### config.mk
export PLATFORM = sky130hd
export DESIGN_NAME = wmf_sorter
export DESIGN_NICKNAME = d
export VERILOG_FILES = /design/src/hw/rtl/wmf_pkg.sv /design/src/hw/rtl/wmf_sorter.sv
export SDC_FILE = /design/constraint.sdc
export NUM_CORES = 2
export LEC_CHECK = 0
export ABC_AREA = 1
export BUFFER_PORTS_ARGS = -buffer_cell sky130_fd_sc_hd__buf_2
export CAP_MARGIN = 20
export CORE_UTILIZATION = 35
export CTS_BUF_LIST = sky130_fd_sc_hd__clkbuf_8 sky130_fd_sc_hd__clkbuf_16
export DETAILED_ROUTE_END_ITERATION = 16
export GPL_TIMING_DRIVEN = 0
export SETUP_SLACK_MARGIN = 0.2
export SLEW_MARGIN = 20
export SYNTH_ARGS = -nofsm -noshare
export SYNTH_HDL_FRONTEND = slang
export SYNTH_SLANG_ARGS = --single-unit
### constraint.sdc
create_clock -name i_clk -period 7 [get_ports i_clk]
set_input_delay 1.05 -clock i_clk [delete_from_list [all_inputs] [get_ports i_clk]]
set_output_delay 1.05 -clock i_clk [all_outputs]
set_load 0.02 [all_outputs]
### src/hw/rtl/wmf_pkg.sv
// shared types and constants of the window median filter
package wmf_pkg;

    localparam int WMF_MAX_ROWS   = 256;
    localparam int WMF_MAX_COLS   = 256;
    localparam int WMF_MAX_RADIUS = 3;

    // signed coordinate width, covers frame sizes up to 4096 plus the window reach
    localparam int WMF_CW = 14;

    localparam logic [1:0] REG_FRAME_ROWS    = 2'd0;
    localparam logic [1:0] REG_FRAME_COLS    = 2'd1;
    localparam logic [1:0] REG_WINDOW_RADIUS = 2'd2;
    localparam logic [1:0] REG_BORDER_MODE   = 2'd3;

    localparam logic [1:0] BM_ZERO   = 2'd0;
    localparam logic [1:0] BM_MIRROR = 2'd1;
    localparam logic [1:0] BM_ADJUST = 2'd2;

    localparam logic CMD_WRITE   = 1'b0;
    localparam logic CMD_COMPUTE = 1'b1;

    typedef enum logic [1:0] {
        TAP_READ,
        TAP_ZERO,
        TAP_SKIP
    } t_tap_kind;

    typedef enum logic [2:0] {
        ST_IDLE,
        ST_GATHER,
        ST_DRAIN,
        ST_SELECT,
        ST_DONE
    } t_state;

    typedef struct packed {
        logic clear;
        logic shift;
    } t_sort_ctrl;

endpackage

### src/hw/rtl/wmf_sorter.sv
// insertion sorter for one channel, shifts out toward the median
module wmf_sorter #(
    parameter int DEPTH = 49
) (
    input  logic                i_clk,
    input  wmf_pkg::t_sort_ctrl i_ctrl,
    input  logic                i_ins,
    input  logic [7:0]          i_val,
    output logic [7:0]          o_head
);
    import wmf_pkg::*;

    // ninth bit marks an empty slot that sorts above every sample
    logic [8:0] r_s [DEPTH];
    logic [8:0] v;

    assign v = {1'b0, i_val};

    always_ff @(posedge i_clk) begin
        if (i_ctrl.clear) begin
            for (int i = 0; i < DEPTH; i++) begin
                r_s[i] <= 9'h100;
            end
        end else if (i_ins) begin
            if (r_s[0] > v) begin
                r_s[0] <= v;
            end
            for (int i = 1; i < DEPTH; i++) begin
                if (r_s[i] > v) begin
                    r_s[i] <= (r_s[i-1] <= v) ? v : r_s[i-1];
                end
            end
        end else if (i_ctrl.shift) begin
            for (int i = 0; i < DEPTH - 1; i++) begin
                r_s[i] <= r_s[i+1];
            end
            r_s[DEPTH-1] <= 9'h100;
        end
    end

    assign o_head = r_s[0][8] ? 8'd0 : r_s[0][7:0];
endmodule

# == After elaboration in Yosys (flattened, before gate mapping) ==
# Memories as Yosys holds them, arrays and structs flattened.
# Index checks and enable logic that the tools add are counted.
# classes
n_lt_le_gt_ge,97
bitwise,98
mux,349
# ops
op,n
two-way mux 9 bit,146
greater-than comparator 9 x 8 -> 1 bit,49
less-or-equal comparator 9 x 8 -> 1 bit,48
two-way mux 1 bit,202
OR 1 bit,98
two-way mux 8 bit,1
# totals
word_cells,545
n_memories,1
mem_bits_rw,441
in_bits,12
register_bits,0
output_inout_bits,8
# mem_list
name,words,word_bits,read_ports,rd_clocked_by_memory_dff,wr,line_no,text
r_s,49,9,49,0,49,wmf_sorter.sv:14,logic [8:0] r_s [DEPTH];

# == Longest topological paths before layout ==
# An unclocked memory read counts as a cell.
# depth
depth_word,8
ltp_mapped,15
mapped_depth_nobuf,13

# == Worst setup path after synthesis ==
# Ideal clock, no wire load.
# synth_timing
path_kind,input to register
start,in i_val[4]
end,"mem r_s[46][0] (netlist: r_s[2][126]), enable pin"
t_required_ps,6613
stages,12
slack_ps,1948
setup_ps,387
t_arrival_ps,4665
path_buffers,3
path_cell_list,inv_1 clkbuf_1 clkbuf_1 ha_1 nand2_1 inv_1 nand2_1 nor2_1 nor2_1 nand2_1 buf_2 o21ai_0
# synth_rtl
item,line_no,text
start: declaration,wmf_sorter.sv:8,"input logic [7:0] i_val,"
end: declaration,wmf_sorter.sv:14,

==> impl_metrics.csv <==
group,metric,value,unit
detailed_routing,drt-initial-drc-count,3726,
sta,rsz0062_at_grt,"no",
placed_design,pre_cts_ws,1.43,ns
synthesis,syn_inst,4912,
global_routing,grt_max_degree,35,
sta,setup_ws,1.88,ns
sta,worst_pin_slew,1.24,ns
detailed_routing,wl_per_cell,19.4,um
sta,finalMaxSlewViolations,0,
detailed_routing,dr.pass1.iters,6,
sta,timing.fmax,195,MHz
synthesis,synth_commonest_cells,"1617 x nand2_1, 633 x nand3_1, 503 x nor2_1",
finish,num-nets-final,5404,
critical_path,startpoint,"i_val[7]",
clock_network,htree_levels,2,
clock_network,cts.sinks,441,
synthesis,synth_edf_count,431,
finish,largest_register_ffs,441,
detailed_routing,drt-met1-wl,54500,um
clock_network,hold_buffers,0,
run_status,status,"complete, no violations",
critical_path,rr_worst_depth,7,
sta,hold_slack,0.526,ns
placed_design,dpl_cell_area,38000,um^2
floorplanning,placementRows,117,
clock_network,ctsResizeCount,0,
global_routing,grt-ovfl-total,0,
critical_path,cpPeakStageDelay,0.78,ns
finish,largest_register,"r_s",
sta,finClkSkew,0.0145,ns
clock_network,clk_path_buf_depth,3,
clock_network,clkTransAtPathRegs,0.06,ns
critical_path,crit_fanout,31,
pwr,power,7.88,mW
critical_path,worstPathArrival,5.38,ns
sta,relSlewSlack,17.4,%
pwr,sw_frac_of_total,32.3,%
critical_path,r2r-start,"r_s[2][52]",
synthesis,synth_warnings,0,
synthesis,synth_area,35900,um^2
clock_network,postCtsSetupRepairBufs,0,
sta,setup_viol,0,
sta,finalSetupTns,0,ns
global_routing,antenna_found_initial,2,
synthesis,synth_top_flop_cell,"edfxtp_1",
clock_network,insertion_delay,0.64,ns
clock_network,cts_tree,"built",
floorplanning,dieArea,104000,um^2
finish,reg.largest.list,"r_s (441)",
pwr,comb_power_share,20.8,%
sta,fin_crit_sh,73.1,%
worst_hold_path,hold_depth,2,
critical_path,startpoint_type,"input port",
sta,min_period,5.12,ns
synthesis,synth.avg_cell_area,7.30,um^2
global_routing,grt_pass1_vias,32000,
pwr,powerDensity,199,nW/um^2
sta,hold_viol,0,
pwr,seq_power_share,43.4,%
synthesis,syn_nets,5316,
critical_path,critPathKind,"input port to register",
synthesis,synth_most_common_cell,"nand2_1",
global_routing,track_usage,23.5,%
critical_path,cp_slowest_cell,"o21ai_1",
critical_path,crit_end,"r_s[2][53]",
pwr,power_frac_clock,35.9,%
critical_path,r2r-end,"r_s[2][53]",
floorplanning,die_h,322,um
pwr,p_switching,2.55,mW
finish,design_area,39700,um^2
synthesis,ys_seq_area_share,36.6,%
finish,drive_gt1_share,6.98,%
detailed_routing,antenna_left,0,
floorplanning,coreArea,102000,um^2
floorplanning,fp.dieW,322,um
pwr,leakagePower,19.5,nW
detailed_routing,top_layer,"met4",
synthesis,yosysTopAreaCellShare,36.1,%
clock_network,ctsRootBufferMaster,"clkbuf_16",
detailed_routing,routed_wl,124000,um
floorplanning,start_util,35.3,%
placed_design,io_buffers,19,
detailed_routing,route.met2.wl,55700,um
placed_design,finalWeightedCongestion,0.901,
job,cap_viol_max_count,0,
synthesis,synth_top_cell_by_area,"edfxtp_1",
placed_design,dp_hpwl,89100,um
finish,syn_to_final_growth,10.6,%
floorplanning,ioPinCount,20,
critical_path,rrSetupSlack,3.90,ns
critical_path,path_cells,"buf_2 > inv_1 > clkbuf_1 > clkbuf_4 > buf_12 > ha_1 > nand2_1 > nor2_1 > nand4_1 > nand3_1 > nand2_2 > o21ai_1",
detailed_routing,vias,34200,
pwr,ir_worst_vdd,0.000173,V
global_routing,grt_pass1_wl,187000,um
synthesis,ys_ff_latch,441,
detailed_routing,viasPerCell,5.33,
detailed_routing,routed-wl-met3,10200,um
pwr,p_int,5.33,mW
clock_network,cts_made_buffers,56,
critical_path,critPathCaptureType,"register",
detailed_routing,drc,0,
worst_hold_path,hold_path.class,"register to register",
critical_path,critical_path_required,7.26,ns
synthesis,ys_types,38,
synthesis,synthArstFlopShare,0,%
finish,antenna_cells,0,
synthesis,yosys-top-cells-area,"edfxtp_1 36%, nand2_1 17%, ha_1 14%",
worst max-delay path, delay by kind of cell:
kind / cells / cell delay [ns]
buffers and inverters: 5 / 2.09
AND/OR/NAND/NOR: 5 / 1.16
adder cells (fa/ha/maj): 1 / 0.19
AO/OA/AOI/OAI: 1 / 0.78
worst min-delay path by stage:
stage                     startpoint   endpoint
after CTS                  r_s[3][8]  r_s[3][8]
after floorplan            r_s[3][8]  r_s[3][8]
after detailed placement   r_s[3][8]  r_s[3][8]
final                      r_s[3][8]  r_s[3][8]
after global placement     r_s[3][8]  r_s[3][8]
after global routing       r_s[3][8]  r_s[3][8]
cells by family after synthesis:
group,synth area share (%)
simple gates,36.6
buf+inv,7.19
flops,36.6
compound gates,5.87
fa+ha+maj,13.7
cell usage in the layout (no fill, tap or decap), drive strengths merged:
cell,count
a22oi,11
or2,125
nand4,27
nand3,655
o21ai,47
a21oi,284
nand3b,73
nor3,9
buf,129
ha,392
o211ai,26
o22ai,9
o21bai,7
bufinv,4
a31oi,2
dfxtp,10
and3,3
clkinv,26
clkbuf,156
o21a,6
and2,1
edfxtp,431
nor2,509
inv,463
clkinvlp,2
nand2,1638
per-layer routing:
layer	GRT usage [%]	up-vias
met3	3.48	233
met4	7.29	0
met5	0	-
met2	37.9	1340
met1	32.3	16100
li1	-	16500
stage by stage:
stage	util (%)	cells
detailed placement	37.3	6309
floorplan	-	4912
global route	39.0	6413
CTS	39.0	6412
global placement	37.0	6299
finish	39.0	6413
power by group through the flow:
stage | logic, mW | registers (mW) | clock network [mW]
3_5_place_dp | 1.61 | 3.46 | 0
3_3_place_gp | 1.55 | 3.46 | 0
4_1_cts | 1.62 | 3.41 | 2.85
2_1_floorplan | 1.12 | 3.37 | 0
6_report | 1.64 | 3.42 | 2.83
5_1_grt | 1.86 | 3.44 | 2.94
final cells by class:
type	instances	area, um^2
fillers	10600	62100
plain buffers	199	930
clock buffers	56	1400
flip-flops and latches	441	13100
inverters	448	1690
repair buffers	30	339
well taps	1368	1710
multi-input cells	3824	20200
clock inverters	47	323
Power figures use the tool's default switching activity.
