## src/hw/rtl/wmf_pkg.sv

```systemverilog
// shared types and constants of the window median filter
package wmf_pkg;

    localparam int WMF_MAX_ROWS   = 256;
    localparam int WMF_MAX_COLS   = 256;
    localparam int WMF_MAX_RADIUS = 3;

    // signed coordinate width, covers frame sizes up to 4096 plus the window reach
    localparam int WMF_CW = 14;

    localparam logic [1:0] REG_FRAME_ROWS    = 2'd0;
    localparam logic [1:0] REG_FRAME_COLS    = 2'd1;
    localparam logic [1:0] REG_WINDOW_RADIUS = 2'd2;
    localparam logic [1:0] REG_BORDER_MODE   = 2'd3;

    localparam logic [1:0] BM_ZERO   = 2'd0;
    localparam logic [1:0] BM_MIRROR = 2'd1;
    localparam logic [1:0] BM_ADJUST = 2'd2;

    localparam logic CMD_WRITE   = 1'b0;
    localparam logic CMD_COMPUTE = 1'b1;

    typedef enum logic [1:0] {
        TAP_READ,
        TAP_ZERO,
        TAP_SKIP
    } t_tap_kind;

    typedef enum logic [2:0] {
        ST_IDLE,
        ST_GATHER,
        ST_DRAIN,
        ST_SELECT,
        ST_DONE
    } t_state;

    typedef struct packed {
        logic clear;
        logic shift;
    } t_sort_ctrl;

endpackage

```

## src/hw/rtl/wmf_tapgen.sv

```systemverilog
// window tap coordinate, border handling and memory address
module wmf_tapgen #(
    parameter int MAX_COLS = wmf_pkg::WMF_MAX_COLS,
    parameter int AW       = 16
) (
    input  logic [7:0]                   i_row,
    input  logic [7:0]                   i_col,
    input  logic [2:0]                   i_dx,
    input  logic [2:0]                   i_dy,
    input  logic [1:0]                   i_radius,
    input  logic [wmf_pkg::WMF_CW-1:0]   i_rows,
    input  logic [wmf_pkg::WMF_CW-1:0]   i_cols,
    input  logic [1:0]                   i_mode,
    output wmf_pkg::t_tap_kind           o_kind,
    output logic [AW-1:0]                o_addr
);
    import wmf_pkg::*;

    localparam int CW = WMF_CW;

    function automatic logic signed [CW-1:0] mirror(
        input logic signed [CW-1:0] t,
        input logic signed [CW-1:0] len
    );
        logic signed [CW-1:0] m;
        logic signed [CW-1:0] lm1;
        begin
            lm1 = len - CW'(1);
            m   = t;
            if (t < 0) begin
                m = -t;
            end else if (t > lm1) begin
                m = lm1 + lm1 - t;
            end
            if (m < 0) begin
                m = '0;
            end
            if (m > lm1) begin
                m = lm1;
            end
            return m;
        end
    endfunction

    logic signed [CW-1:0] tr, tc, rows_s, cols_s, tr_m, tc_m;
    logic                 in_frame;
    logic [AW+CW-1:0]     addr_full;

    always_comb begin
        rows_s = $signed(i_rows);
        cols_s = $signed(i_cols);
        tr = $signed(CW'(i_row)) + $signed(CW'(i_dx)) - $signed(CW'(i_radius));
        tc = $signed(CW'(i_col)) + $signed(CW'(i_dy)) - $signed(CW'(i_radius));
        in_frame = (tr >= 0) && (tr < rows_s) && (tc >= 0) && (tc < cols_s);
        tr_m = tr;
        tc_m = tc;
        unique case (i_mode)
            BM_MIRROR: begin
                tr_m   = mirror(tr, rows_s);
                tc_m   = mirror(tc, cols_s);
                o_kind = TAP_READ;
            end
            BM_ADJUST: begin
                o_kind = in_frame ? TAP_READ : TAP_SKIP;
            end
            default: begin
                o_kind = in_frame ? TAP_READ : TAP_ZERO;
            end
        endcase
        addr_full = (AW+CW)'(unsigned'(tr_m)) * (AW+CW)'(MAX_COLS)
                  + (AW+CW)'(unsigned'(tc_m));
        o_addr = addr_full[AW-1:0];
    end
endmodule

```

## config.mk

```make
export PLATFORM = sky130hd
export DESIGN_NAME = wmf_tapgen
export DESIGN_NICKNAME = d
export VERILOG_FILES = /design/src/hw/rtl/wmf_pkg.sv /design/src/hw/rtl/wmf_tapgen.sv
export SDC_FILE = /design/constraint.sdc
export NUM_CORES = 1
export LEC_CHECK = 0
export BUFFER_PORTS_ARGS = -buffer_cell sky130_fd_sc_hd__buf_2
export CAP_MARGIN = 20
export CORE_MARGIN = 2
export CORE_UTILIZATION = 45
export DETAILED_ROUTE_END_ITERATION = 8
export SLEW_MARGIN = 10
export SYNTH_ARGS = -nofsm -noshare
export SYNTH_HDL_FRONTEND = slang
export SYNTH_SLANG_ARGS = --single-unit
export TNS_END_PERCENT = 30
```

## constraint.sdc

```tcl
create_clock -name vclk -period 11.17
set_input_delay 1.117 -clock vclk [all_inputs]
set_output_delay 1.117 -clock vclk [all_outputs]
set_load 0.01 [all_outputs]
```

== Yosys cells after proc, flatten, opt, wreduce, memory -nomap -nowiden ==
Cells that the tools add are included.

* Register bits after elaboration: 0
* Input port bits: 54
* Output and inout port bits: 18
* Word-level logic and storage cells: 47

* Add/sub/neg operators: 13
* Order comparisons: 12
* Eq/ne operators: 2
* Mux-type cells: 17
* Reductions and logical operators: 3

{| class="wikitable"
|+ Operators by type and width
! operator !! number
|-
| 2-to-1 mux 14 bit || 12
|-
| adder 14 bit || 2
|-
| greater-than comparator 10 x 14 -> 1 bit || 2
|-
| greater-than comparator 14 bit || 2
|-
| < comparator 10 x 14 -> 1 bit || 2
|-
| < comparator 14 x 1 -> 1 bit (second input constant) || 2
|-
| negator 10 -> 14 bit || 2
|-
| subtractor 14 x 10 -> 14 bit || 2
|-
| subtractor 14 x 2 -> 14 bit (second input constant) || 2
|-
| greater-or-equal comparator 10 x 1 -> 1 bit (second input constant) || 2
|-
| < comparator 10 x 1 -> 1 bit (second input constant) || 2
|-
| subtractor 9 x 2 -> 10 bit || 2
|-
| adder 8 x 3 -> 9 bit || 2
|-
| adder 16 x 14 -> 16 bit || 1
|-
| 2-to-1 mux 8 bit || 2
|-
| one-hot mux 2 bit (2 select lines) || 1
|-
| logical AND 1 bit || 3
|-
| equality test 2 x 1 -> 1 bit (second input constant) || 1
|-
| equality test 2 bit (second input constant) || 1
|-
| 2-to-1 mux 2 bit || 1
|-
| 2-to-1 mux 1 bit || 1
|}

== Longest topological paths before layout ==
* Depth after elaboration: 13
* Mapped depth: 45
* Gate-level depth less buffers: 44

== Worst setup path after synthesis ==
No wires, ideal clock.

* Path type: input to output
* Start point: input port i_col[1]
* End point: output port o_addr[15]
* Arrival time: 8.808 ns
* Slack: 1.245 ns
* Stages: 41
* Path through: inv_1 > fa_1 > inv_1 > fa_1 > a21o_1 > a21oi_1 > o21bai_1 > a21oi_1 > inv_1 > a21oi_1 > o21bai_1 > xnor2_1 > ha_1 > a21oi_1 > nand3_1 > o21ai_0 > o311ai_0 > a211o_1 > [5 not listed] > a221oi_1 > o21ai_0 > a21o_1 > a21o_1 > a21oi_1 > o21ai_1 > clkbuf_1 > nand3_1 > o221ai_1 > ha_1 > a21o_1 > a21oi_1 > o21bai_1 > a21oi_1 > inv_1 > a21oi_1 > nor2_1 > xnor2_1

* Longest elaborated chain between the ends: 13
* Elaborated cells on any way between the ends: 16
* Classes of those cells: add/sub: 5; order compare: 4; mux: 7

{| class="wikitable"
|+ RTL lines
! what !! RTL line !! text
|-
| start, declared || wmf_tapgen.sv:7 || <nowiki>input logic [7:0] i_col,</nowiki>
|-
| adder 8 x 3 -> 9 bit * || wmf_tapgen.sv:53 || <nowiki>tc = $signed(CW'(i_col)) + $signed(CW'(i_dy)) - $signed(CW'(i_radius));</nowiki>
|-
| subtractor 9 x 2 -> 10 bit * || wmf_tapgen.sv:53 ||
|-
| subtractor 14 x 10 -> 14 bit / greater-than comparator 10 x 14 -> 1 bit (equally long branches) || wmf_tapgen.sv:33, wmf_tapgen.sv:32 ||
|-
| 2-to-1 mux 14 bit || wmf_tapgen.sv:32 || <nowiki>end else if (t > lm1) begin</nowiki>
|-
| 2-to-1 mux 14 bit || wmf_tapgen.sv:30 || <nowiki>if (t < 0) begin</nowiki>
|-
| 2-to-1 mux 14 bit || wmf_tapgen.sv:57 || <nowiki>unique case (i_mode)</nowiki>
|-
| < comparator 14 x 1 -> 1 bit || wmf_tapgen.sv:35 || <nowiki>if (m < 0) begin</nowiki>
|-
| 2-to-1 mux 14 bit || wmf_tapgen.sv:35 ||
|-
| 2-to-1 mux 14 bit || wmf_tapgen.sv:57 ||
|-
| greater-than comparator 14 bit || wmf_tapgen.sv:38 || <nowiki>if (m > lm1) begin</nowiki>
|-
| 2-to-1 mux 14 bit || wmf_tapgen.sv:38 ||
|-
| 2-to-1 mux 14 bit * || wmf_tapgen.sv:57 ||
|-
| adder 16 x 14 -> 16 bit * || wmf_tapgen.sv:71 || <nowiki>+ (AW+CW)'(unsigned'(tc_m));</nowiki>
|-
| end, declared || wmf_tapgen.sv:15 || <nowiki>output logic [AW-1:0] o_addr</nowiki>
|}

Mark *: on every way between the ends. The rest lies on a longest branch, timed or not. The select of a mux whose other input is x is not followed.

== Worst setup path in the final report ==
* Start point: input port i_col[1]
* End point: output port o_addr[14]

The elaborated chain is that of the path after synthesis.

==> reports/metrics.yaml <==
rows: 42
grt_max_degree: 41
timing.hold.ws_ns: 2.744
synth_most_common_cell: "inv_1"
globalRouteTotalUtil_pct: 24.52
portBuffers: 72
vias_per_cell: 5.641
hp-class: "in2out"
syn_inst: 840
drv_cap: 0
coreArea_sq_um: 13090
boundaryPins: 72
min-delay-start: "i_mode[1]"
slowest_delay_ns: 0.53
timing.final.crit_share_pct: 94.01
drt_iter0_markers: 372
hold_viol_final: 0
end_kind: "output port"
avgSynthCellArea_sq_um: 7.099
worstPathMaxFanout: 13
routed_wl_um: 17670
nets: 1112
fillers: 1329
dieArea_sq_um: 14190
seq_cells: 0
fp.dieW_um: 119.1
antenna-diode-count: 0
syn_area_sq_um: 5963
period_minus_slack_ns: 10.50
p_int_w: 0.0002943
drt-pass1-iter-count: 6
worst_pin_slew_ns: 1.090
fmax_mhz: 95.23
p_comb_share_pct: 100.0
powerDensity_nw_per_um2: 103.2
outcome: "finished clean"
synth_top_area_cell: "ha_1"
vdd.ir_drop.worst_v: 0.00004608
slowest_stage: "fa_1"
pwr-share-seq_pct: 0
critPathMostFrequentCell: "a21o_1"
worstSetupPathType: "in2out"
synth_area_leaders: "ha_1 27%, inv_1 8.6%, xnor2_1 7.3%"
drv_slew: 0
place_congestion: 1.010
final_cells: 1096
drtAntennaViolNets: 0
ys_top_cells_by_count: "136 x inv_1, 129 x ha_1, 63 x nand2_1"
overflow: 0
power.clock.fraction_pct: 0
grt_antenna_before_repair: 0
vias: 6183
slew_headroom_pct: 26.91
grt_pass1_vias: 5950
seq_area_sq_um: 0
hpwlAfterDp_um: 15110
required_ns: 10.05
syn_nets: 1030
synthDominantCellAreaShare_pct: 27.07
crit_arrival_ns: 9.38
setup_violations: 0
wl_per_cell_um: 16.12
netSwitchingFraction_pct: 57.30
drive_above_1_share_pct: 14.67
tns_ns: 0
power_w: 0.0006894
start_util_pct: 45.57
ys_types: 85
syn_to_final_growth_pct: 12.04
dpl.cell_count: 1094
whs_path_depth: 5
die_h_um: 119.1
grt_pass1_wl_um: 28850
start_kind: "input port"
clock_buffers: 0
ys_seq_area_share_pct: 0
hold_end: "o_kind[1]"
p_leak_nw: 3.514
rsz0062_at_grt: "no"
switchingPower_w: 0.0003950
yosysWarnings: 0
drc: 0
## worst max-delay path: cells and delay by family
kind	cells	cell delay, ns
compound gates	24	4.46
xor+xnor	2	0.46
fa+ha+maj	6	2.05
buf+inv	9	1.01
simple gates	3	0.28
## cell usage in the layout, fill, tap and decap left out, types with 13 or more instances in the layout
cell and instances:
nand2_1 62, xnor2_1 49, a21oi_1 50, nand3_1 25
buf_2 72, o21ai_0 33, nor2_1 57, a21o_1 28
ha_1 129, nor3_1 18, inv_1 136, buf_4 23
a31oi_1 13, o21a_1 24
## power groups by stage
stage	registers (W)	logic [W]	clock network, W
floorplan	0	0.000483	0
global placement	0	0.000678	0
detailed placement	0	0.000676	0
CTS	0	0.000681	0
global route	0	0.000775	0
finish	0	0.000689	0
## worst max-delay path by stage
| stage | from | endpoint | slack, ns | cells past startpoint |
|---|---|---|---|---|
| final | i_col[1] | o_addr[14] | 0.67 | 44 |
| after CTS | i_col[1] | o_addr[15] | 0.41 | 44 |
| after detailed placement | i_col[1] | o_addr[15] | 0.44 | 44 |
| after floorplan | i_col[1] | o_addr[15] | 1.24 | 41 |
| after global placement | i_row[1] | o_addr[15] | 0.55 | 40 |
| after global routing | i_col[1] | o_addr[14] | 0.04 | 45 |
## cell families (layout without fill, tap and decap cells)
family / count (synthesis) / in the layout / share of synthesized area (%)
adders and majority gates: 138 / 138 / 29.75
AOI/OAI and AO/OA: 237 / 237 / 28.05
xor gates and xnor gates: 66 / 66 / 10.68
muxes: 5 / 5 / 1.070
buffers and inverters: 153 / 233 / 9.715
and+or+nand+nor: 241 / 241 / 20.73
## repair_timing
action | CTS | global route
buffers inserted | 0 | 2
resized for setup | 0 | 6
hold buffers | 0 | 0
setup endpoints to repair | 0 | 3
## metal layers
layer	wire (um)	track usage (%)	vias to the layer above
met3	707	0.9100	24
met1	8320	33.96	2852
met5	0	0	-
met2	8304	42.67	144
li1	-	-	3163
met4	337	4.390	0
## metrics by stage
stage / cell area [sq um] / worst slack (ns) / utilization (%)
2_1_floorplan: 5963 / 1.245 / -
3_3_place_gp: 6643 / 0.5463 / 50.77
3_5_place_dp: 6643 / 0.4404 / 50.77
4_1_cts: 6643 / 0.4053 / 50.77
5_1_grt: 6681 / 0.03559 / 51.06
6_report: 6681 / 0.6688 / 51.06
## layout make-up
type                       count  area, sq um  area share (%)
tap                          176        220.2           3.296
inverter                     138        520.5           7.790
multi-input combinational    687         5408           80.94
timing repair buffer          95        533.0           7.978
Note: power is estimated with default switching activity, not from simulation.
